$ cat config.mk
export PLATFORM = sky130hd
export DESIGN_NAME = multi_rate_tick_scheduler
export DESIGN_NICKNAME = d
export VERILOG_FILES = /design/src/rtl/mrts_pkg.sv /design/src/rtl/mrts_lane.sv /design/src/rtl/multi_rate_tick_scheduler.sv
export SDC_FILE = /design/constraint.sdc
export NUM_CORES = 2
export LEC_CHECK = 0
export BUFFER_PORTS_ARGS = -buffer_cell sky130_fd_sc_hd__buf_2
export CAP_MARGIN = 20
export CORE_MARGIN = 3
export CORE_UTILIZATION = 50
export CTS_CLUSTER_DIAMETER = 100
export CTS_CLUSTER_SIZE = 20
export DETAILED_ROUTE_END_ITERATION = 6
export PLACE_DENSITY = 0.64
export SLEW_MARGIN = 40
export SYNTH_ARGS = -nofsm -noshare
export SYNTH_HDL_FRONTEND = slang
export SYNTH_SLANG_ARGS = --single-unit
$ cat constraint.sdc
create_clock -name i_clk -period 37.2 [get_ports i_clk]
set_clock_uncertainty 0.2 [all_clocks]
set_input_delay 3.72 -clock i_clk [delete_from_list [all_inputs] [get_ports i_clk]]
set_output_delay 3.72 -clock i_clk [all_outputs]
set_load 0.02 [all_outputs]
$ cat src/rtl/mrts_pkg.sv
// ----------------------------------------------------------------------------
// mrts_pkg - shared types and constants of the multi-rate tick scheduler
// Command codes, register indexes, field widths and the serial lane control.
// ----------------------------------------------------------------------------
`default_nettype none

package mrts_pkg;

    // field widths
    localparam int CMD_W     = 2;
    localparam int CHAN_W    = 3;
    localparam int CFG_W     = 16;
    localparam int CFG_IDX_W = 1;
    localparam int CD_W      = 21;
    localparam int IV_W      = 20;
    localparam int SEC_W     = 17;
    localparam int PEND_W    = 8;
    localparam int MASK_W    = 8;

    // serial pass length: one bit above the widest countdown
    localparam int WORK_W = CD_W + 1;
    localparam int BIT_W  = $clog2(WORK_W);

    // command codes
    localparam logic [CMD_W-1:0] CMD_TICK = 2'd0;
    localparam logic [CMD_W-1:0] CMD_POLL = 2'd1;
    localparam logic [CMD_W-1:0] CMD_LOAD = 2'd2;

    // register indexes
    localparam logic [CFG_IDX_W-1:0] REG_BASE = 1'd0;
    localparam logic [CFG_IDX_W-1:0] REG_CPS  = 1'd1;

    // register reset values
    localparam logic [CFG_W-1:0] BASE_RESET = 16'd1680;
    localparam logic [CFG_W-1:0] CPS_RESET  = 16'd16800;

    localparam logic [PEND_W-1:0] PEND_MAX = 8'd255;

    typedef enum logic [1:0] {
        ST_IDLE,
        ST_RUN,
        ST_DONE
    } t_state;

    typedef struct packed {
        logic load;
        logic shift;
    } t_lane_ctl;

endpackage

`default_nettype wire

$ cat src/rtl/mrts_lane.sv
// ----------------------------------------------------------------------------
// mrts_lane - bit-serial Bresenham step of one countdown
// Subtracts the base interval and adds the carry interval one bit per cycle while shift is high.
// ----------------------------------------------------------------------------
`default_nettype none

module mrts_lane #(
    parameter int CNT_W = 21,
    parameter int ADD_W = 20
) (
    input  wire logic                          i_clk,
    input  wire mrts_pkg::t_lane_ctl           i_ctl,
    input  wire logic signed [CNT_W-1:0]       i_count,
    input  wire logic [mrts_pkg::CFG_W-1:0]    i_sub,
    input  wire logic [ADD_W-1:0]              i_add,
    output logic                               o_fired,
    output logic signed [CNT_W-1:0]            o_result
);
    import mrts_pkg::*;

    // lowest CNT_W-bit value, sign extended to the work width
    localparam logic signed [WORK_W-1:0] LOWEST =
        {{(WORK_W-CNT_W+1){1'b1}}, {(CNT_W-1){1'b0}}};

    logic signed [CNT_W-1:0]  r_cnt;
    logic [CFG_W-1:0]         r_sub;
    logic [ADD_W-1:0]         r_add;
    logic                     r_cy_d;
    logic                     r_cy_s;
    logic [WORK_W-1:0]        r_d;
    logic [WORK_W-1:0]        r_s;

    logic                     sub_bit;
    logic                     d_bit;
    logic                     d_cy;
    logic                     s_bit;
    logic                     s_cy;
    logic signed [WORK_W-1:0] pick;

    // d = count - sub (two's complement), s = d + add
    always_comb begin
        sub_bit = ~r_sub[0];
        d_bit   = r_cnt[0] ^ sub_bit ^ r_cy_d;
        d_cy    = (r_cnt[0] & sub_bit) | (r_cnt[0] & r_cy_d) | (sub_bit & r_cy_d);
        s_bit   = d_bit ^ r_add[0] ^ r_cy_s;
        s_cy    = (d_bit & r_add[0]) | (d_bit & r_cy_s) | (r_add[0] & r_cy_s);
    end

    always_ff @(posedge i_clk) begin
        if (i_ctl.load) begin
            r_cnt  <= i_count;
            r_sub  <= i_sub;
            r_add  <= i_add;
            r_cy_d <= 1'b1;
            r_cy_s <= 1'b0;
        end else if (i_ctl.shift) begin
            r_cnt  <= r_cnt >>> 1;
            r_sub  <= r_sub >> 1;
            r_add  <= r_add >> 1;
            r_cy_d <= d_cy;
            r_cy_s <= s_cy;
            r_d    <= {d_bit, r_d[WORK_W-1:1]};
            r_s    <= {s_bit, r_s[WORK_W-1:1]};
        end
    end

    // take the carried value when the countdown went negative, then clamp
    always_comb begin
        o_fired = r_d[WORK_W-1];
        pick    = o_fired ? $signed(r_s) : $signed(r_d);
        if (pick < LOWEST) begin
            o_result = LOWEST[CNT_W-1:0];
        end else begin
            o_result = pick[CNT_W-1:0];
        end
    end

endmodule

`default_nettype wire

$ cat src/rtl/multi_rate_tick_scheduler.sv
// ----------------------------------------------------------------------------
// multi_rate_tick_scheduler - base-tick divider over a table of channels
// Bresenham countdown per channel plus a one-second countdown with a
// saturating count of pending seconds.
// ----------------------------------------------------------------------------
// Usage:
//   Command channel: drive the item on i_cmd, i_channel, i_load_interval and
//   raise start; the item is taken on a clock edge where start is high and
//   busy is low. Every item gives one result on o_fire_mask, o_second_taken
//   and o_seconds_pending, shown for exactly one cycle with o_valid high.
//   The receiver cannot stall; capture the result in the o_valid cycle.
//   Poll, load and unknown commands finish at the accept edge: the result
//   appears in the next cycle and busy stays low, so these items may be
//   issued back to back.
//   A tick walks all countdowns in parallel lanes, bit-serially, over a
//   pass one bit longer than the 21-bit countdown, then a write-back
//   state that loads the result registers; busy is high through the pass
//   and the write-back, so a new tick is taken only after the last one.
//   Configuration: i_cfg_we writes i_cfg_data to register i_cfg_idx
//   (0 base interval, 1 counts per second) and restarts the one-second
//   countdown; write only while the block is idle.
//   Reset (synchronous, active low) disables all channels, clears the
//   pending count and restores both registers to their defaults.
// ----------------------------------------------------------------------------
`default_nettype none

module multi_rate_tick_scheduler #(
    parameter int NUM_CHANNELS = 8
) (
    input  wire logic                              i_clk,
    input  wire logic                              i_rst_n,
    // command channel
    input  wire logic                              start,
    output logic                                   busy,
    input  wire logic [mrts_pkg::CMD_W-1:0]        i_cmd,
    input  wire logic [mrts_pkg::CHAN_W-1:0]       i_channel,
    input  wire logic [mrts_pkg::IV_W-1:0]         i_load_interval,
    // result channel
    output logic                                   o_valid,
    output logic [mrts_pkg::MASK_W-1:0]            o_fire_mask,
    output logic                                   o_second_taken,
    output logic [mrts_pkg::PEND_W-1:0]            o_seconds_pending,
    // configuration port
    input  wire logic                              i_cfg_we,
    input  wire logic [mrts_pkg::CFG_IDX_W-1:0]    i_cfg_idx,
    input  wire logic [mrts_pkg::CFG_W-1:0]        i_cfg_data
);
    import mrts_pkg::*;

    // only the first eight channels show up in the fire mask
    localparam int MASK_N = (NUM_CHANNELS < MASK_W) ? NUM_CHANNELS : MASK_W;

    // control
    t_state              r_state;
    t_state              n_state;
    logic [BIT_W-1:0]    r_bit;
    t_lane_ctl           lane_ctl;
    logic                accept;
    logic                write_back;

    // configuration and table state
    logic [CFG_W-1:0]           r_base;
    logic [CFG_W-1:0]           r_cps;
    logic signed [CD_W-1:0]     r_cd [NUM_CHANNELS];
    logic [IV_W-1:0]            r_iv [NUM_CHANNELS];
    logic signed [SEC_W-1:0]    r_sec;
    logic [PEND_W-1:0]          r_pend;

    // result registers
    logic                r_out_valid;
    logic [MASK_W-1:0]   r_out_mask;
    logic                r_out_taken;
    logic [PEND_W-1:0]   r_out_pend;

    // lane results
    logic                   lane_fired [NUM_CHANNELS];
    logic signed [CD_W-1:0] lane_res   [NUM_CHANNELS];
    logic                   sec_fired;
    logic signed [SEC_W-1:0] sec_res;
    logic [MASK_W-1:0]      tick_mask;
    logic [PEND_W-1:0]      tick_pend;
    logic [SEC_W-1:0]       cfg_restart;

    // ------------------------------------------------------------------
    // Serial lanes: one per channel, one for the second countdown
    // ------------------------------------------------------------------
    for (genvar c = 0; c < NUM_CHANNELS; c++) begin : g_chan
        mrts_lane #(
            .CNT_W (CD_W),
            .ADD_W (IV_W)
        ) u_lane (
            .i_clk    (i_clk),
            .i_ctl    (lane_ctl),
            .i_count  (r_cd[c]),
            .i_sub    (r_base),
            .i_add    (r_iv[c]),
            .o_fired  (lane_fired[c]),
            .o_result (lane_res[c])
        );
    end

    mrts_lane #(
        .CNT_W (SEC_W),
        .ADD_W (CFG_W)
    ) u_sec_lane (
        .i_clk    (i_clk),
        .i_ctl    (lane_ctl),
        .i_count  (r_sec),
        .i_sub    (r_base),
        .i_add    (r_cps),
        .o_fired  (sec_fired),
        .o_result (sec_res)
    );

    // ------------------------------------------------------------------
    // Sequencer
    // ------------------------------------------------------------------
    always_comb begin
        n_state = r_state;
        case (r_state)
            ST_IDLE: begin
                if (start && i_cmd == CMD_TICK) begin
                    n_state = ST_RUN;
                end
            end
            ST_RUN: begin
                // advance once the last bit has gone through the lanes
                if (r_bit == BIT_W'(WORK_W - 1)) begin
                    n_state = ST_DONE;
                end
            end
            ST_DONE: begin
                n_state = ST_IDLE;
            end
            default: begin
                n_state = ST_IDLE;
            end
        endcase
    end

    always_comb begin
        busy           = 1'b1;
        lane_ctl.load  = 1'b0;
        lane_ctl.shift = 1'b0;
        write_back     = 1'b0;
        case (r_state)
            ST_IDLE: begin
                busy          = 1'b0;
                lane_ctl.load = start && i_cmd == CMD_TICK;
            end
            ST_RUN: begin
                lane_ctl.shift = 1'b1;
            end
            ST_DONE: begin
                write_back = 1'b1;
            end
            default: begin
                busy = 1'b1;
            end
        endcase
    end

    assign accept = start && !busy;

    // ------------------------------------------------------------------
    // Tick results: fire mask of enabled channels, saturating seconds
    // ------------------------------------------------------------------
    always_comb begin
        tick_mask = '0;
        for (int c = 0; c < MASK_N; c++) begin
            tick_mask[c] = lane_fired[c] && (r_iv[c] != '0);
        end
        tick_pend = r_pend;
        if (sec_fired && r_pend != PEND_MAX) begin
            tick_pend = r_pend + PEND_W'(1);
        end
    end

    // a register write restarts the second countdown at the new rate
    always_comb begin
        cfg_restart = {1'b0, r_cps};
        if (i_cfg_idx == REG_CPS) begin
            cfg_restart = {1'b0, i_cfg_data};
        end
    end

    always_ff @(posedge i_clk) begin
        if (!i_rst_n) begin
            r_state     <= ST_IDLE;
            r_bit       <= '0;
            r_base      <= BASE_RESET;
            r_cps       <= CPS_RESET;
            r_sec       <= $signed({1'b0, CPS_RESET});
            r_pend      <= '0;
            r_out_valid <= 1'b0;
            r_out_mask  <= '0;
            r_out_taken <= 1'b0;
            r_out_pend  <= '0;
            for (int c = 0; c < NUM_CHANNELS; c++) begin
                r_cd[c] <= '0;
                r_iv[c] <= '0;
            end
        end else begin
            r_state     <= n_state;
            r_out_valid <= 1'b0;

            // bit counter runs only during the serial pass
            if (lane_ctl.shift) begin
                r_bit <= r_bit + BIT_W'(1);
            end else begin
                r_bit <= '0;
            end

            if (i_cfg_we) begin
                case (i_cfg_idx)
                    REG_BASE: r_base <= i_cfg_data;
                    REG_CPS:  r_cps  <= i_cfg_data;
                    default:  r_base <= r_base;
                endcase
                r_sec <= $signed(cfg_restart);
            end

            // poll, load and unknown commands complete at the accept edge
            if (accept && i_cmd != CMD_TICK) begin
                r_out_valid <= 1'b1;
                r_out_mask  <= '0;
                r_out_taken <= 1'b0;
                r_out_pend  <= r_pend;
                case (i_cmd)
                    CMD_POLL: begin
                        if (r_pend != '0) begin
                            r_pend      <= r_pend - PEND_W'(1);
                            r_out_taken <= 1'b1;
                            r_out_pend  <= r_pend - PEND_W'(1);
                        end
                    end
                    CMD_LOAD: begin
                        // drop loads to channels beyond the table
                        for (int c = 0; c < NUM_CHANNELS; c++) begin
                            if (int'(i_channel) == c) begin
                                r_iv[c] <= i_load_interval;
                                r_cd[c] <= $signed({1'b0, i_load_interval});
                            end
                        end
                    end
                    default: begin
                        r_out_taken <= 1'b0;
                    end
                endcase
            end

            // end of tick: hold disabled channels, store the rest
            if (write_back) begin
                for (int c = 0; c < NUM_CHANNELS; c++) begin
                    if (r_iv[c] != '0) begin
                        r_cd[c] <= lane_res[c];
                    end
                end
                r_sec       <= sec_res;
                r_pend      <= tick_pend;
                r_out_valid <= 1'b1;
                r_out_mask  <= tick_mask;
                r_out_taken <= 1'b0;
                r_out_pend  <= tick_pend;
            end
        end
    end

    assign o_valid           = r_out_valid;
    assign o_fire_mask       = r_out_mask;
    assign o_second_taken    = r_out_taken;
    assign o_seconds_pending = r_out_pend;

`ifndef SYNTHESIS
    // the write-back cycle always produces a result
    a_done_gives_result: assert property (@(posedge i_clk) disable iff (!i_rst_n)
        r_state == ST_DONE |=> o_valid)
        else $error("tick finished without a result");

    // a taken second always comes from a poll accepted in the cycle before
    a_taken_from_poll: assert property (@(posedge i_clk) disable iff (!i_rst_n)
        (o_valid && o_second_taken) |-> $past(start && !busy && i_cmd == CMD_POLL))
        else $error("second taken without a poll");

    // the pending count only drops through a poll that reports it
    a_pend_drop: assert property (@(posedge i_clk) disable iff (!i_rst_n)
        r_pend < $past(r_pend) |-> (o_valid && o_second_taken))
        else $error("pending seconds dropped without a poll");

    // a fire mask is never reported together with a taken second
    a_mask_vs_taken: assert property (@(posedge i_clk) disable iff (!i_rst_n)
        (o_valid && o_fire_mask != '0) |-> !o_second_taken)
        else $error("fire mask on a poll result");
`endif

endmodule

`default_nettype wire
==> out/results.txt <==
The flow ran to the end, and the final reports show no timing, DRC or antenna violations. Uppermost layer routed: met5. Setup repair after global routing left no endpoint under its margin.

For the number of buffers inserted during clock tree synthesis, the log shows 69. In this design, the largest share of critical-path delay is due to simple AND/OR/NAND/NOR gates. In the post-synthesis netlist, the biggest area contributors are edfxtp_1, nand2_1, dfxtp_1, mux2i_1, nor2_1.

After the first detailed-routing iteration, the DRC count stood at 2871. Summing the areas of all compound-gate instances in the mapped netlist gives 4.332% of the synthesized area. In this run the horizontal extent of the chip is 312.3 um.

The routed wirelength normalized by instance count was 20.98 um. Headroom to the max-slew limit came out at 42.34%. The clock-pin slew of the registers on the worst-case setup and hold paths is 0.08 ns.

The critical path runs through a total of 7 cells. The via-per-instance ratio came out at 5.540. At the end of the flow, the number of nets in the layout was 3668. Of the available clock period, the critical path in the final layout requires 17.69%.

For this design the ratio of total power to cell area is 50.16 nW/um^2. The tree is rooted in a clkbuf_16. The run gives 3691 as the net count after synthesis. The class of the most critical setup path is input pin to flop. Post-CTS timing repair inserted 0 buffers for setup. Multiplexer cells account for 3.753% of the synthesized area. The run gives 0 as the final-report setup violation count.

In this run the remaining antenna-violating nets after routing total 0. The commonest cells after synthesis are nand2_1, edfxtp_1, nor2_1. For the pin with the worst max-slew slack, the measured transition is 0.8648 ns. The share of synthesized registers carrying an async set or reset was 0%; the leakage power of the design was 18.97 nW. The number of remaining DRC errors was 0.

Max-cap violations in this run came to 0. Global routing consumed, over all layers together, 21.06% of the routing resources. The number of enable-type register cells in the synthesized netlist was 1100; the max-slew violation count was 0. The post-synthesis sequential area ratio came out at 74.39%. During synthesis, Yosys emitted a total of 0 warnings. In this run the standard cell core region covers 92360 um^2. The largest stage delay on the critical path came out at 0.69 ns. For the total iterations of the first detailed-routing run, the log shows 6. Among all flip-flop cells after synthesis, the most frequent one is edfxtp_1. For the setup TNS after final layout, the log shows 0 ns.

The mean instance size in the synthesized netlist is 12.95 um^2, and the fmax is 152.0 MHz. The tools report the final weighted congestion in routability-driven placement as 0.7476. The area share of and/or/nand/nor cells after synthesis is 13.83%.

The largest individual stage delay along the critical path comes from the cell nand2_1. The tools report the number of placed instances with taps included as 4767. STA classifies the critical path startpoint as an input pin.

Once the floorplan was initialized, standard cells occupied 50.79% of the core. The cell count after synthesis came out at 3621. Compared with the post-synthesis result, the final layout area differs by 7.917%. Largest net degree at the start of global routing: 168. The total grt overflow is 0, and the number of buffers inserted by hold repair at cts is 0. Of the total synthesized cell area, the portion taken by full adders, half adders and majority gates is 0.9496%.

The tools report the routed wire length on met2 as 45.59 mm. Number of antenna violations at the first check in global routing: 3. The synthesis-stage register bit count was 1193; the non-filler instance count after layout was 4895. Traced cell by cell, the critical path runs through buf_2 > nor4b_4 > nand3_1 > or3b_1 > buf_4 > nand2_1 > or2_2. Count of pins on the block boundary: 65.

The via count of the first global-routing pass was 25810; the arrival time at the worst endpoint was 6.65 ns. For the post-detailed-placement half-perimeter wirelength, the log shows 57.99 mm. After synthesis, the largest family of logic cells by area is simple AND/OR/NAND/NOR gates. In this run the biggest area consumer among cell types represents 70.42% of the synthesized area. The count of port buffers added during placement came out at 64.

The biggest area contributor in the post-synthesis netlist is edfxtp_1. The logs give 0.65 ns for the clock latency reported for the late side of the worst-skew pair and 1193 for the number of sinks handled by clock tree synthesis. In the final routing, the length of wire on met1 measures 46.92 mm. The cell area after technology mapping was 46910 um^2; the number of cells upsized or downsized after cts was 0. The time the final worst path needs with I/O delays and setup is 6.580 ns, and the post-synthesis xor/xnor area fraction is 0.2054%.

The run gives 7.711 mm as the detailed-routed wire length on met3. The count of final hold-check violations came out at 0. The number of buffers and inverters on the critical path is 2. The clock passes through at most 3 buffers.

Largest vdd supply drop: 0.03716 mV. TritonCTS built the clock tree. The wire length of the first global-routing pass came out at 157.1 mm. In this run the worst path has a maximum fanout of 41. The worst-case reg-to-reg path depth was 6; the count of fill cells added during filler insertion was 7669. The die is 312.3 um tall.

Cells with a size suffix above 1 make up 7.340% of the layout. The worst hold-check path type is flop to flop. The number of standard-cell rows in the floorplan was 111. For the total wirelength of the detailed-routed design, the log shows 102.7 mm. Yosys mapped the design onto 59 distinct sky130hd cell types. The most repeated cell in the gate-level netlist after synthesis was nand2_1. The routed layout has 27120 vias. STA classifies the critical path endpoint as a flop. Along the worst hold path, the cell count comes to 0. The required time of the critical path was 37.27 ns; the count of H-tree levels built during CTS was 3. For the die footprint, the log shows 97530 um^2.
-- stage by stage --
step	power (mW)	hold slack (ns)	util [%]	worst slack, ns	instance area, um^2
6_report	2.539	0.2243	54.81	30.62	50620
5_1_grt	2.632	0.2335	54.81	30.48	50620
4_1_cts	2.561	0.2271	54.72	30.07	50530
3_5_place_dp	1.774	0.2074	52.49	29.34	48480
3_3_place_gp	1.769	0.2043	52.38	29.25	48380
2_1_floorplan	1.727	0.2003	-	23.66	46910
-- cells by family after synthesis --
family / count (synthesis)
and+or+nand+nor: 1624
DFF: 1193
AOI/OAI and AO/OA: 300
buffers and inverters: 293
muxes: 175
adders and majority gates: 25
xor gates and xnor gates: 11
-- layout make-up --
class | instances | area, um^2 | share of cell area, %
Antenna cell | 1 | 2.502 | 0.004943
Clock buffer | 118 | 1974 | 3.900
Clock inverter | 6 | 77.57 | 0.1532
Inverter | 74 | 302.8 | 0.5982
Multi-Input combinational cell | 2135 | 10950 | 21.63
Sequential cell | 1193 | 34890 | 68.93
Tap cell | 1243 | 1555 | 3.072
Timing Repair Buffer | 125 | 867.1 | 1.713
-- layout by cell type (no fill, tap or decap), types with 6 or more instances in the layout --
cell / instances
edfxtp_1: 1100
ha_1: 6
o22ai_2: 10
clkbuf_16: 72
nor2_1: 226
buf_2: 63
or2_2: 6
buf_4: 49
clkbuf_1: 46
fa_1: 18
o22ai_1: 124
nand2_1: 1213
xnor2_1: 8
o311a_1: 13
a22oi_1: 15
buf_6: 8
and2_1: 21
inv_1: 70
nor3_1: 42
mux2_2: 7
o21ai_0: 9
a21oi_1: 74
nand2_2: 8
dfxtp_1: 93
a211oi_1: 17
nand3_1: 27
nor4_1: 42
mux2i_1: 168
-- power breakdown --
part	internal, mW	switching [mW]	total (mW)	leakage, nW
Sequential	1.54	0.0269	1.57	11.3
Clock	0.373	0.423	0.796	0.980
Combinational	0.0499	0.123	0.173	6.68
-- state kept, by name, indices dropped and copies added, names as in the netlist, 2 cells and up --
| register | count |
|---|---|
| o_fire_mask | 8 |
| g_chan.u_lane.r_cnt | 168 |
| g_chan.u_lane.r_add | 160 |
| r_cd | 168 |
| r_base | 16 |
| o_seconds_pending | 8 |
| u_sec_lane.r_cnt | 17 |
| g_chan.u_lane.r_cy_d | 8 |
| g_chan.u_lane.r_d | 176 |
| u_sec_lane.r_s | 22 |
| r_state | 2 |
| u_sec_lane.r_add | 16 |
| u_sec_lane.r_d | 22 |
| g_chan.u_lane.r_cy_s | 8 |
| g_chan.u_lane.r_s | 176 |
| r_cps | 16 |
| g_chan.u_lane.r_sub | 16 |
| r_iv | 160 |
| r_bit | 5 |
| r_sec | 17 |
-- worst reg2reg max path, delay by kind of cell (launching register included) --
| family | cells | cell delay, ns |
|---|---|---|
| simple gates | 5 | 2.57 |
| flops | 1 | 0.43 |
| buf+inv | 1 | 0.29 |
-- metal layers --
metal	vias up	global-route usage, %
li1	12660	-
met1	13450	32.50
met2	873	31.31
met3	137	3.242
met4	2	5.724
met5	-	0
-- path summary, 6_finish.rpt --
path                       from                  to  slack, ns
min          u_sec_lane.r_d[20]  u_sec_lane.r_d[19]       0.22
max                    i_cmd[0]         r_cd[1][21]      30.62
max reg2reg          r_state[0]         r_cd[1][21]      33.32
min reg2reg  u_sec_lane.r_d[20]  u_sec_lane.r_d[19]       0.22
Power figures use the tool's default switching activity.
